==> config.mk <==
export PLATFORM = sky130hd
export DESIGN_NAME = date_keyed_sorted_table_top
export DESIGN_NICKNAME = d
export VERILOG_FILES = /design/src/rtl/core/dkst_pkg.sv /design/src/rtl/core/dkst_cell.sv /design/src/rtl/core/date_keyed_sorted_table_top.sv
export SDC_FILE = /design/constraint.sdc
export NUM_CORES = 2
export LEC_CHECK = 0
export CAP_MARGIN = 40
export CORE_AREA = 2 2 355 621
export DETAILED_ROUTE_END_ITERATION = 8
export DIE_AREA = 0 0 357 623
export DONT_BUFFER_PORTS = 1
export GPL_TIMING_DRIVEN = 0
export PLACE_DENSITY = 0.79
export SKIP_CTS_REPAIR_TIMING = 1
export SLEW_MARGIN = 30
export SYNTH_ARGS = -nofsm -noshare
export SYNTH_HDL_FRONTEND = slang
export SYNTH_SLANG_ARGS = --single-unit
==> constraint.sdc <==
create_clock -name clock -period 11.5 [get_ports clock]
set_input_delay 0 -clock clock [delete_from_list [all_inputs] [get_ports clock]]
set_output_delay 0 -clock clock [all_outputs]
set_load 0.02 [all_outputs]
==> src/rtl/core/dkst_pkg.sv <==
// Shared types, constants and date helper functions for the date keyed sorted table.
// Used by dkst_cell, date_keyed_sorted_table_top and the bench; depends on nothing else.
package dkst_pkg;

   localparam int DEF_TABLE_DEPTH = 32;
   localparam int KEY_W           = 23;
   localparam int POS_W           = 6;

   localparam logic OP_INSERT = 1'b0;
   localparam logic OP_FIND   = 1'b1;

   localparam logic [1:0] ST_INSERTED  = 2'd0;
   localparam logic [1:0] ST_MATCH     = 2'd1;
   localparam logic [1:0] ST_NOT_FOUND = 2'd2;
   localparam logic [1:0] ST_FULL      = 2'd3;

   localparam logic [13:0] FIX_YEAR  = 14'd2019;
   localparam logic [3:0]  FIX_MONTH = 4'd12;
   localparam logic [4:0]  FIX_DAY   = 5'd31;

   // ceil(2^19 / 25): exact quotient for every 14-bit year.
   localparam logic [28:0] RECIP_25 = 29'd20972;

   typedef struct packed {
      logic               operation;
      logic [3:0]         entry_month;
      logic [4:0]         entry_day;
      logic [13:0]        entry_year;
      logic signed [31:0] entry_amount;
   } req_type;

   typedef struct packed {
      logic [1:0]         status;
      logic [3:0]         out_month;
      logic [4:0]         out_day;
      logic [13:0]        out_year;
      logic signed [31:0] out_amount;
      logic [POS_W-1:0]   position;
      logic               last;
   } rsp_type;

   typedef struct packed {
      logic [3:0]         month;
      logic [4:0]         day;
      logic [13:0]        year;
      logic signed [31:0] amount;
   } rec_type;

   typedef struct packed {
      logic cmp_en;
      logic write_en;
   } cell_ctrl_type;

   function automatic logic [KEY_W-1:0] rec_key(input rec_type r);
      return {r.year, r.month, r.day};
   endfunction

   function automatic logic [4:0] rem25(input logic [13:0] y);
      logic [28:0] prod;
      logic [9:0]  q;
      logic [13:0] q25;
      prod = 29'(y) * RECIP_25;
      q    = prod[28:19];
      q25  = (14'(q) << 4) + (14'(q) << 3) + 14'(q);
      return 5'(y - q25);
   endfunction

   // Divisible by 4, and either not by 100 or also by 400.
   function automatic logic is_leap(input logic [13:0] y);
      logic not_by_25;
      not_by_25 = (rem25(y) != 5'd0);
      return (y[1:0] == 2'd0) && (not_by_25 || (y[3:0] == 4'd0));
   endfunction

   function automatic rec_type validate(input rec_type r);
      rec_type    v;
      logic [4:0] max_day;
      logic       checked;
      v       = r;
      max_day = 5'd0;
      checked = 1'b1;
      if (r.month inside {4'd1, 4'd3, 4'd5, 4'd7, 4'd8, 4'd10, 4'd12}) begin
         max_day = 5'd31;
      end else if (r.month inside {4'd4, 4'd6, 4'd9, 4'd11}) begin
         max_day = 5'd30;
      end else if (r.month == 4'd2) begin
         max_day = is_leap(r.year) ? 5'd29 : 5'd28;
      end else begin
         checked = 1'b0;
      end
      if (checked && ((r.day == 5'd0) || (r.day > max_day))) begin
         v.month = FIX_MONTH;
         v.day   = FIX_DAY;
         v.year  = FIX_YEAR;
      end
      return v;
   endfunction

endpackage

==> src/rtl/core/dkst_cell.sv <==
// One slot of the sorted record chain: holds a record and its compare flags.
// On an insert it takes its left neighbor's record or the new one, or keeps its own. Uses dkst_pkg.
module dkst_cell (
   input  logic                      clock,
   input  dkst_pkg::cell_ctrl_type   ctrl,
   input  logic [dkst_pkg::KEY_W-1:0] cmp_key,
   input  logic                      in_use,
   input  logic                      at_end,
   input  logic                      a_left,
   input  dkst_pkg::rec_type         left_rec,
   input  dkst_pkg::rec_type         new_rec,
   output dkst_pkg::rec_type         rec,
   output logic                      gt,
   output logic                      lt,
   output logic                      a_self,
   output logic                      take_new
);
   import dkst_pkg::*;

   rec_type          rec_ff, rec_in;
   logic             gt_ff, gt_in;
   logic             lt_ff, lt_in;
   logic [KEY_W-1:0] key;

   always_comb begin
      key    = rec_key(rec_ff);
      gt_in  = in_use && (key > cmp_key);
      lt_in  = in_use && (key < cmp_key);
      // A cell at or after the insert point moves up one place; the free slot
      // just past the last record counts as after it.
      a_self   = gt_ff | at_end;
      take_new = a_self & ~a_left;
      rec_in   = rec_ff;
      if (ctrl.write_en) begin
         if (a_left) begin
            rec_in = left_rec;
         end else if (take_new) begin
            rec_in = new_rec;
         end
      end
   end

   always_ff @(posedge clock) begin
      rec_ff <= rec_in;
      if (ctrl.cmp_en) begin
         gt_ff <= gt_in;
         lt_ff <= lt_in;
      end
   end

   assign rec = rec_ff;
   assign gt  = gt_ff;
   assign lt  = lt_ff;

endmodule

==> src/rtl/core/date_keyed_sorted_table_top.sv <==
// Date keyed sorted table: a chain of record cells with a search and emit sequencer.
// Insert: the request passes through the check, compare and insert states and the result is registered
// in the insert state; the next transfer is taken once the sequencer is back in idle. Find: after the
// compare state a search runs at most log2(depth)+1 halving steps, then matches are emitted one result per
// cycle while the result is not stalled; the next transfer is taken with the last result. Reset clears the
// record count, sequencer and result valid flag; cell contents stay.
module date_keyed_sorted_table_top #(
   parameter int TABLE_DEPTH = dkst_pkg::DEF_TABLE_DEPTH
) (
   input  logic              clock,
   input  logic              reset,
   input  logic              req_valid,
   output logic              req_stall,
   input  dkst_pkg::req_type req_data,
   output logic              rsp_valid,
   input  logic              rsp_stall,
   output dkst_pkg::rsp_type rsp_data
);
   import dkst_pkg::*;

   localparam int IDX_W = $clog2(TABLE_DEPTH);
   localparam int CNT_W = $clog2(TABLE_DEPTH + 1);

   typedef enum logic [2:0] {
      S_IDLE, S_CHECK, S_CMP, S_INSERT, S_SEARCH, S_UP, S_DOWN
   } state_type;

   state_type        state_ff, state_in;
   req_type          req_ff, req_in;
   rec_type          work_ff, work_in;
   logic [CNT_W-1:0] count_ff, count_in;
   logic [CNT_W-1:0] low_ff, low_in;
   logic [CNT_W-1:0] hi1_ff, hi1_in;
   logic [IDX_W-1:0] hit_ff, hit_in;
   logic [IDX_W-1:0] idx_ff, idx_in;
   logic             rsp_valid_ff, rsp_valid_in;
   rsp_type          rsp_ff, rsp_in;

   cell_ctrl_type    cell_ctrl;
   rec_type          cell_rec [TABLE_DEPTH];
   logic [TABLE_DEPTH-1:0] gt_vec, lt_vec, eq_vec, a_vec, take_new_vec;
   logic [IDX_W-1:0] ins_pos;

   rec_type          raw_rec, cur_rec;
   logic             can_emit, more_up, more_down, more_below;
   logic [CNT_W:0]   mid_sum;
   logic [IDX_W-1:0] mid_idx;
   logic [CNT_W-1:0] idx_next;

   genvar i;
   generate
      for (i = 0; i < TABLE_DEPTH; i++) begin : g_cell
         logic    a_left;
         rec_type left_rec;
         if (i == 0) begin : g_first
            assign a_left   = 1'b0;
            assign left_rec = cell_rec[0];
         end else begin : g_rest
            assign a_left   = a_vec[i-1];
            assign left_rec = cell_rec[i-1];
         end
         dkst_cell u_cell (
            .clock    (clock),
            .ctrl     (cell_ctrl),
            .cmp_key  (rec_key(work_ff)),
            .in_use   (CNT_W'(i) < count_ff),
            .at_end   (CNT_W'(i) == count_ff),
            .a_left   (a_left),
            .left_rec (left_rec),
            .new_rec  (work_ff),
            .rec      (cell_rec[i]),
            .gt       (gt_vec[i]),
            .lt       (lt_vec[i]),
            .a_self   (a_vec[i]),
            .take_new (take_new_vec[i])
         );
      end
   endgenerate

   assign eq_vec = ~gt_vec & ~lt_vec;

   always_comb begin
      ins_pos = '0;
      for (int k = 0; k < TABLE_DEPTH; k++) begin
         if (take_new_vec[k]) begin
            ins_pos = ins_pos | IDX_W'(k);
         end
      end
   end

   always_comb begin
      raw_rec.month  = req_ff.entry_month;
      raw_rec.day    = req_ff.entry_day;
      raw_rec.year   = req_ff.entry_year;
      raw_rec.amount = req_ff.entry_amount;
      cur_rec    = cell_rec[idx_ff];
      can_emit   = !rsp_valid_ff || !rsp_stall;
      mid_sum    = (CNT_W+1)'(low_ff) + (CNT_W+1)'(hi1_ff) - (CNT_W+1)'(1);
      mid_idx    = IDX_W'(mid_sum >> 1);
      idx_next   = CNT_W'(idx_ff) + CNT_W'(1);
      more_up    = (idx_next < count_ff) && eq_vec[idx_ff + IDX_W'(1)];
      more_down  = (hit_ff != '0) && eq_vec[hit_ff - IDX_W'(1)];
      more_below = (idx_ff != '0) && eq_vec[idx_ff - IDX_W'(1)];

      state_in     = state_ff;
      req_in       = req_ff;
      work_in      = work_ff;
      count_in     = count_ff;
      low_in       = low_ff;
      hi1_in       = hi1_ff;
      hit_in       = hit_ff;
      idx_in       = idx_ff;
      rsp_in       = rsp_ff;
      rsp_valid_in = rsp_valid_ff && rsp_stall;
      cell_ctrl    = '0;

      case (state_ff)
         S_IDLE: begin
            if (req_valid) begin
               req_in   = req_data;
               state_in = S_CHECK;
            end
         end
         S_CHECK: begin
            work_in  = (req_ff.operation == OP_INSERT) ? validate(raw_rec) : raw_rec;
            state_in = S_CMP;
         end
         S_CMP: begin
            cell_ctrl.cmp_en = 1'b1;
            low_in   = '0;
            hi1_in   = count_ff;
            state_in = (req_ff.operation == OP_INSERT) ? S_INSERT : S_SEARCH;
         end
         S_INSERT: begin
            if (can_emit) begin
               rsp_valid_in      = 1'b1;
               rsp_in.out_month  = work_ff.month;
               rsp_in.out_day    = work_ff.day;
               rsp_in.out_year   = work_ff.year;
               rsp_in.out_amount = work_ff.amount;
               rsp_in.last       = 1'b1;
               if (count_ff < CNT_W'(TABLE_DEPTH)) begin
                  cell_ctrl.write_en = 1'b1;
                  count_in        = count_ff + CNT_W'(1);
                  rsp_in.status   = ST_INSERTED;
                  rsp_in.position = POS_W'(ins_pos);
               end else begin
                  rsp_in.status   = ST_FULL;
                  rsp_in.position = '0;
               end
               state_in = S_IDLE;
            end
         end
         S_SEARCH: begin
            if (low_ff < hi1_ff) begin
               if (lt_vec[mid_idx]) begin
                  low_in = CNT_W'(mid_idx) + CNT_W'(1);
               end else if (gt_vec[mid_idx]) begin
                  hi1_in = CNT_W'(mid_idx);
               end else begin
                  hit_in   = mid_idx;
                  idx_in   = mid_idx;
                  state_in = S_UP;
               end
            end else if (can_emit) begin
               rsp_valid_in = 1'b1;
               rsp_in       = '0;
               rsp_in.status = ST_NOT_FOUND;
               rsp_in.last   = 1'b1;
               state_in      = S_IDLE;
            end
         end
         S_UP: begin
            if (can_emit) begin
               rsp_valid_in      = 1'b1;
               rsp_in.status     = ST_MATCH;
               rsp_in.out_month  = cur_rec.month;
               rsp_in.out_day    = cur_rec.day;
               rsp_in.out_year   = cur_rec.year;
               rsp_in.out_amount = cur_rec.amount;
               rsp_in.position   = POS_W'(idx_ff);
               rsp_in.last       = !more_up && !more_down;
               if (more_up) begin
                  idx_in = idx_ff + IDX_W'(1);
               end else if (more_down) begin
                  idx_in   = hit_ff - IDX_W'(1);
                  state_in = S_DOWN;
               end else begin
                  state_in = S_IDLE;
               end
            end
         end
         S_DOWN: begin
            if (can_emit) begin
               rsp_valid_in      = 1'b1;
               rsp_in.status     = ST_MATCH;
               rsp_in.out_month  = cur_rec.month;
               rsp_in.out_day    = cur_rec.day;
               rsp_in.out_year   = cur_rec.year;
               rsp_in.out_amount = cur_rec.amount;
               rsp_in.position   = POS_W'(idx_ff);
               rsp_in.last       = !more_below;
               if (more_below) begin
                  idx_in = idx_ff - IDX_W'(1);
               end else begin
                  state_in = S_IDLE;
               end
            end
         end
         default: begin
            state_in = S_IDLE;
         end
      endcase
   end

   always_ff @(posedge clock) begin
      if (reset) begin
         state_ff     <= S_IDLE;
         count_ff     <= '0;
         rsp_valid_ff <= 1'b0;
      end else begin
         state_ff     <= state_in;
         count_ff     <= count_in;
         rsp_valid_ff <= rsp_valid_in;
      end
      req_ff  <= req_in;
      work_ff <= work_in;
      low_ff  <= low_in;
      hi1_ff  <= hi1_in;
      hit_ff  <= hit_in;
      idx_ff  <= idx_in;
      rsp_ff  <= rsp_in;
   end

   assign req_stall = (state_ff != S_IDLE);
   assign rsp_valid = rsp_valid_ff;
   assign rsp_data  = rsp_ff;

   a_count_range: assert property (@(posedge clock) disable iff (reset)
      count_ff <= CNT_W'(TABLE_DEPTH))
      else $error("record count above table depth");

   a_count_step: assert property (@(posedge clock) disable iff (reset)
      cell_ctrl.write_en |=> count_ff == $past(count_ff) + CNT_W'(1))
      else $error("record count did not advance after an insert");

   a_one_slot: assert property (@(posedge clock) disable iff (reset)
      cell_ctrl.write_en |-> $onehot(take_new_vec))
      else $error("insert did not pick exactly one cell");

   a_emit_index: assert property (@(posedge clock) disable iff (reset)
      (state_ff == S_UP || state_ff == S_DOWN) |-> CNT_W'(idx_ff) < count_ff)
      else $error("match walk left the filled part of the table");

   a_search_bound: assert property (@(posedge clock) disable iff (reset)
      state_ff == S_SEARCH |-> hi1_ff <= count_ff)
      else $error("search window beyond the record count");

endmodule

After elaboration in Yosys (flattened, before gate mapping)
Cells that the tools add are included.
{"block": "totals", "out_inout_bits": 66, "inputBits": 60, "ff_bits": 2031}
{"block": "classes", "muxes": 336, "reduce_logical": 133, "n_mul": 1, "eq_ne": 99, "magnitude_cmp": 105, "bitwise": 98, "addsub": 11}
{"operator": "55-bit 2-to-1 mux", "count": 161}
{"operator": "23-bit greater-than comparator", "count": 32}
{"operator": "23-bit less-than comparator", "count": 32}
{"operator": "64-bit 2-to-1 mux", "count": 11}
{"operator": "55-bit binary-select mux with 5-bit select", "count": 1}
{"operator": "64-bit one-hot mux with 4 select lines", "count": 1}
{"operator": "5-bit 2-to-1 mux", "count": 49}
{"operator": "6-bit 2-to-1 mux", "count": 21}
{"operator": "56-bit 2-to-1 mux", "count": 2}
{"operator": "3-bit 2-to-1 mux", "count": 34}
{"operator": "5-bit by 6-bit == test with 1-bit output (first input constant)", "count": 16}
{"operator": "5-bit by 6-bit less-than comparator with 1-bit output (first input constant)", "count": 16}
{"operator": "3-bit by 1-bit inequality test with 1-bit output (second input constant)", "count": 31}
{"operator": "1-bit logical AND", "count": 71}
{"operator": "2-bit AND reduction", "count": 33}
{"operator": "32-bit inverter", "count": 2}
{"operator": "4-bit by 6-bit == test with 1-bit output (first input constant)", "count": 8}
{"operator": "4-bit by 6-bit less-than comparator with 1-bit output (first input constant)", "count": 8}
{"operator": "23-bit 2-to-1 mux", "count": 2}
{"operator": "32-bit bitwise AND", "count": 1}
{"operator": "4-bit 2-to-1 mux", "count": 8}
{"operator": "1-bit OR", "count": 32}
{"operator": "1-bit bitwise AND", "count": 31}
{"operator": "1-bit 2-to-1 mux", "count": 31}
{"operator": "55 further kinds", "count": 149}

Longest topological paths before layout
{"block": "logic_depth", "ltp_word": 41, "ltp_mapped": 40}

Modules after synthesis
A second synthesis with hierarchy kept.
{"block": "hier_totals", "cells_unflattened": 8550, "area_unflattened_um2": 122852.8}
{"mod": "dkst_cell at g_cell[1].u_cell ...", "seq_area_each_um2": 1711.6, "n_inst": 21, "area_per_inst_um2": 2995.4, "cells_per_inst": 206}
{"mod": "dkst_cell at g_cell[0].u_cell ...", "seq_area_each_um2": 1711.6, "n_inst": 11, "area_per_inst_um2": 2976.6, "cells_per_inst": 205}
{"mod": "date_keyed_sorted_table_top", "seq_area_each_um2": 6085.8, "n_inst": 1, "area_per_inst_um2": 27207.3, "cells_per_inst": 1969}

Least setup slack after synthesis
OpenSTA, ideal clock, no wires.
{"block": "synth_path", "kind": "register -> register", "startpoint": "reg req_ff (netlist bit raw_rec[41])", "endpoint": "reg work_ff[32] (netlist bit) (data pin)", "required_ns": 11.237, "path_buffers": 1, "stages_incl_launch_ff": 40, "slack_ns": 3.564, "period_less_slack_ns": 7.936, "arrival_ns": 7.673, "path_cell_list": "edfxtp_1 fa_1 ha_1 inv_1 fa_1 inv_1 fa_1 inv_1 fa_1 inv_1 ha_1 and4_1 o211a_1 and3_1 nor3_1 nor2b_1 o21a_1 nor2_1 (+4 left out) ha_1 a21oi_1 xnor2_1 xnor2_1 xnor2_1 xnor2_1 o311ai_0 nand2_1 ha_1 nor2b_1 o21a_1 o21ai_0 nand2b_1 a21oi_1 a31oi_1 o21ai_0 clkbuf_1 nand2_1"}
{"block": "synth_between", "elab_chain_len": 23}
{"element": "start: declaration", "line": "date_keyed_sorted_table_top.sv:29", "source": "req_type req_ff, req_in;"}
{"element": "start signal: assignment", "line": "date_keyed_sorted_table_top.sv:226", "source": "req_ff <= req_in;"}
{"element": "14-bit by 13-bit multiplier with 22-bit output (*)", "line": "dkst_pkg.sv:62", "source": "prod = 29'(y) * RECIP_25;"}
{"element": "5-bit adder", "line": "dkst_pkg.sv:64", "source": "q25 = (14'(q) << 4) + (14'(q) << 3) + 14'(q);"}
{"element": "5-bit adder (*)", "line": "dkst_pkg.sv:64"}
{"element": "5-bit subtractor (*)", "line": "dkst_pkg.sv:65", "source": "return 5'(y - q25);"}
{"element": "5-bit nonzero test (*)", "line": "dkst_pkg.sv:71", "source": "not_by_25 = (rem25(y) != 5'd0);"}
{"element": "1-bit logical OR (*)", "line": "dkst_pkg.sv:72", "source": "return (y[1:0] == 2'd0) && (not_by_25 || (y[3:0] == 4'd0));"}
{"element": "1-bit logical AND (*)", "line": "dkst_pkg.sv:72"}
{"element": "1-bit 2-to-1 mux (*)", "line": "dkst_pkg.sv:87", "source": "max_day = is_leap(r.year) ? 5'd29 : 5'd28;"}
{"element": "(+7 left out)"}
{"element": "5-bit 2-to-1 mux (*)", "line": "dkst_pkg.sv:82", "source": "if (r.month inside {4'd1, 4'd3, 4'd5, 4'd7, 4'd8, 4'd10, 4'd12}) begin"}
{"element": "5-bit 2-to-1 mux (*)", "line": "date_keyed_sorted_table_top.sv:117", "source": "case (state_ff)"}
{"element": "5-bit greater-than comparator (*)", "line": "dkst_pkg.sv:91", "source": "if (checked && ((r.day == 5'd0) || (r.day > max_day))) begin"}
{"element": "1-bit logical OR (*)", "line": "dkst_pkg.sv:91"}
{"element": "1-bit logical AND (*)", "line": "dkst_pkg.sv:91"}
{"element": "23-bit 2-to-1 mux (*)", "line": "dkst_pkg.sv:91"}
{"element": "23-bit 2-to-1 mux (*)", "line": "date_keyed_sorted_table_top.sv:117"}
{"element": "55-bit 2-to-1 mux (*)", "line": "date_keyed_sorted_table_top.sv:125", "source": "work_in = (req_ff.operation == OP_INSERT) ? validate(raw_rec) : raw_rec;"}
{"element": "end signal: assignment", "line": "date_keyed_sorted_table_top.sv:227", "source": "work_ff <= work_in;"}
{"element": "end: declaration", "line": "date_keyed_sorted_table_top.sv:30", "source": "rec_type work_ff, work_in;"}
Mark *: on every way between the ends. The rest lies on a longest branch, timed or not. The select of a mux whose other input is x is not followed.
A chain may end at the register's enable or synchronous reset.

Worst setup path in the final report
{"block": "layout_path", "startpoint": "reg req_ff (netlist bit raw_rec[43])", "endpoint": "reg work_ff[52] (netlist bit) (data pin)"}
Same word-level chain as after synthesis.

==> flow_metrics.py <==
metrics = {
    "worst_hold_path": {
        "hold_path_class": "in -> reg",
        "hold_depth": 5,
        "whs_endpoint": "state_ff[2]",
        "min-delay-start": "req_valid",
    },
    "clocking": {
        "clk_latency_ns": 0.94,
        "root_buffer": "clkbuf_16",
        "cts_num_sinks": 2030,
        "clockBufferDepth": 4,
        "path_clk_slew_ns": 0.06,
        "cts_buffers": 200,
        "cts_tree": "yes",
        "cts_htree_levels": 4,
    },
    "drt": {
        "totalWireLength_um": 438000,
        "dr_total_vias": 82000,
        "drt_first_iter_violations": 10200,
        "drc": 0,
        "ant_nets": 0,
        "drtPass1Iterations": 6,
        "wl_per_cell_um": 37.2,
        "vias_per_cell": 6.96,
    },
    "floorplan": {
        "start_util_pct": 54.7,
        "row_count": 227,
        "core-area_mm2": 0.218,
        "ioPinCount": 126,
        "die-area_mm2": 0.222,
        "dieHeight_um": 623,
        "die_x_um": 357,
    },
    "setup_path": {
        "ff2ff_path_depth": 39,
        "worstSetupPathType": "reg -> reg",
        "slowest_stage": "edfxtp_1",
        "start_kind": "flip-flop",
        "cp-end-kind": "flip-flop",
        "arrival_ns": 10.49,
        "crit_top_cell": "ha_1",
        "r2r_slack_ns": 1.63,
        "critPathMaxStageDelay_ns": 0.73,
        "r2r_start": "raw_rec[43]",
        "crit_fanout": 10,
        "r2r-end": "work_ff[52]",
        "cp_data_required_time_ns": 12.12,
    },
    "yosys": {
        "ys_warn_count": 0,
        "syn_inst": 8189,
        "synth_cell_types": 71,
        "synth_ff_type": "edfxtp_1",
        "synth_edf_count": 2020,
        "synthesis.area_mm2": 0.119,
        "synth_top_cell_by_area": "edfxtp_1",
        "synth_top_cell_area_share_pct": 50.9,
        "synth_common_cells": "edfxtp_1 (2020), mux2_2 (1504), ha_1 (851)",
        "synthTopCellsByArea": "edfxtp_1 (51%), mux2_2 (14%), mux4_2 (11%), ha_1 (8.9%), nand2_1 (1.6%)",
        "ys_ff_latch": 2030,
        "syn-num-nets": 9164,
        "yosysMostFrequentCell": "edfxtp_1",
        "ys_seq_area_share_pct": 51.1,
        "synthArstFlopShare_pct": 0,
        "synth_area_per_cell_um2": 14.5,
    },
    "power": {
        "leakage_uw": 0.0486,
        "combinationalPowerShare_pct": 55.5,
        "p_sw_share_pct": 42.5,
        "p_per_area_mw_per_mm2": 287,
        "power_switching_uw": 16500,
        "p_int_uw": 22300,
        "peakVddDrop_mv": 3.02,
        "clkPwrFrac_pct": 17.5,
        "p_seq_share_pct": 27.1,
    },
    "grt": {
        "grt_use_total_pct": 39.1,
        "grt_max_degree": 38,
        "grt_pass1_wl_um": 608000,
        "antenna_found_initial": 27,
        "overflow": 0,
        "grt_pass1_vias": 81800,
    },
    "timing": {
        "fin_tns_setup_ns": 0,
        "rsz0062_at_grt": "false",
        "worst_pin_slew_ns": 1.06,
        "hold_violations": 0,
        "drv_slew": 0,
        "fmax_mhz": 101,
        "setup_violations": 0,
        "fin_crit_ns": 9.87,
        "final.setup_skew_ns": 0.0842,
        "period_share_pct": 85.8,
        "maxSlewHeadroom_pct": 29.6,
    },
    "place": {
        "dp_hpwl_um": 344000,
        "gp_congestion": 1.09,
        "port_buffers": 0,
    },
    "final_layout": {
        "multi_input_comb_area_mm2": 0.0559,
        "final_nets": 9714,
        "syn2layout_area_growth_pct": 13.5,
        "postLayoutCoreUtil_pct": 62.1,
        "drive_gt1_share_pct": 32.3,
        "fillers": 16200,
        "seqCellArea_mm2": 0.0609,
    },
    "run_status": {
        "status": "finished, final reports clean",
    },
    "run": {
        "maxCapViolations": 0,
    },
}
[worst max-delay path: cells and delay by family (launching register included)]
| family | cells | cell delay [ns] |
|---|---|---|
| AO/OA/AOI/OAI | 10 | 2.55 |
| XOR/XNOR | 5 | 0.74 |
| adder cells (fa/ha/maj) | 10 | 3.87 |
| buffers and inverters | 6 | 0.68 |
| flip-flops | 1 | 0.73 |
| AND/OR/NAND/NOR | 8 | 1.04 |
[stage by stage]
step / instance area (um2) / hold WS (ns) / power, uW / std cells / setup slack [ns]
finish: 135000 / 0.0311 / 38800 / 11800 / 1.63
global route: 135000 / 0.0983 / 40400 / 11800 / 1.11
CTS: 134000 / -0.854 / 38200 / 11600 / 1.76
detailed placement: 127000 / 0.0989 / 31400 / 11300 / 1.81
global placement: 123000 / 0.0989 / 30200 / 11100 / 1.04
floorplan: 119000 / 0.0989 / 23900 / 8189 / 3.56
[cells by family (layout without fill, tap and decap cells)]
group,count (synthesis),after routing,synth area share [%]
mux,2159,2159,25.8
flops,2030,2030,51.1
simple gates,1175,1175,4.69
compound gates,1065,1065,5.46
fa+ha+maj,915,915,10.0
buf+inv,809,1511,2.63
xor+xnor,35,35,0.257
other cells,1,26,0.00315
[cell type report]
cell class                 instances  area share, %
timing repair buffer             348           3.71
clock inverter                   111          0.832
sequential                      2030           45.0
inverter                         257          0.740
multi-input combinational       5350           41.4
clock buffer                     243           3.89
buffer                           552           1.69
tap                             2862           2.65
antenna                           25         0.0463
[layer usage]
metal  global-route usage (%)  vias up  share of wire (%)
li1                         -    33300                  -
met1                     42.7    41500                 31
met2                     62.4     5515                 47
met3                     8.70     1687                9.3
met4                     37.8       22                 12
met5                        0        -              0.035
[how the worst max path moves through the flow]
| stage | startpoint | endpoint | slack, ns |
|---|---|---|---|
| after floorplan | raw_rec[41] | work_ff[32] | 3.56 |
| after global placement | raw_rec[43] | work_ff[52] | 1.04 |
| after detailed placement | raw_rec[43] | work_ff[40] | 1.81 |
| after CTS | raw_rec[43] | work_ff[40] | 1.76 |
| after global routing | raw_rec[33] | work_ff[38] | 1.11 |
| final | raw_rec[43] | work_ff[52] | 1.63 |
[power by group through the flow]
| stage | Sequential (uW) | Clock, uW | Combinational (uW) |
|---|---|---|---|
| after floorplan | 10400 | 0 | 13500 |
| after global placement | 10800 | 0 | 19400 |
| after detailed placement | 10600 | 0 | 20800 |
| after CTS | 10500 | 6770 | 21000 |
| after global routing | 10500 | 6980 | 22900 |
| final | 10500 | 6770 | 21500 |
[flip-flops by register name, summed over array words and instances (netlist names)]
name               count
g_cell.u_cell.rec   1760
idx_ff                 5
hi1_ff                 6
hit_ff                 5
g_cell.u_cell.lt      32
work_ff               55
req_ff                 1
rsp_data              63
low_ff                 6
g_cell.u_cell.gt      32
count_ff               6
state_ff               3
raw_rec               55
rsp_valid              1
[cell usage in the layout (no fill, tap or decap), types with 14 or more instances in the layout]
cell type      synthesis  layout
a21oi_4                0      43
and2_1                16      16
buf_1                 52      39
nand2_1              508     508
buf_4                  3      24
nor2b_1               91      91
nor2_1               145     139
inv_1                255     233
clkbuf_16              0     204
ha_1                 851     851
nand2b_1              59      59
nand3_1               74      74
a21o_1               162     162
clkinv_1               2      35
buf_8                  0      63
buf_2                 43      73
nand4_1              140     140
a211oi_1              29      27
o21ai_0              335     327
inv_4                  0      14
xnor2_1               29      27
mux2i_1               74      74
a21oi_1              288     239
edfxtp_1            2020    2020
mux4_2               580     580
clkinv_2               0      39
buf_6                  4      50
and3_1                16      16
mux2_2              1504    1504
dlygate4sd3_1          0     115
bufinv_16              0      22
clkbuf_1             450     409
o21a_1               139     139
o211ai_1              15      15
diode_2                0      25
buf_16                 0      66
fa_1                  64      64
clkbuf_2               0      80
nor3_1                64      61
(Power assumes the default switching activity.)
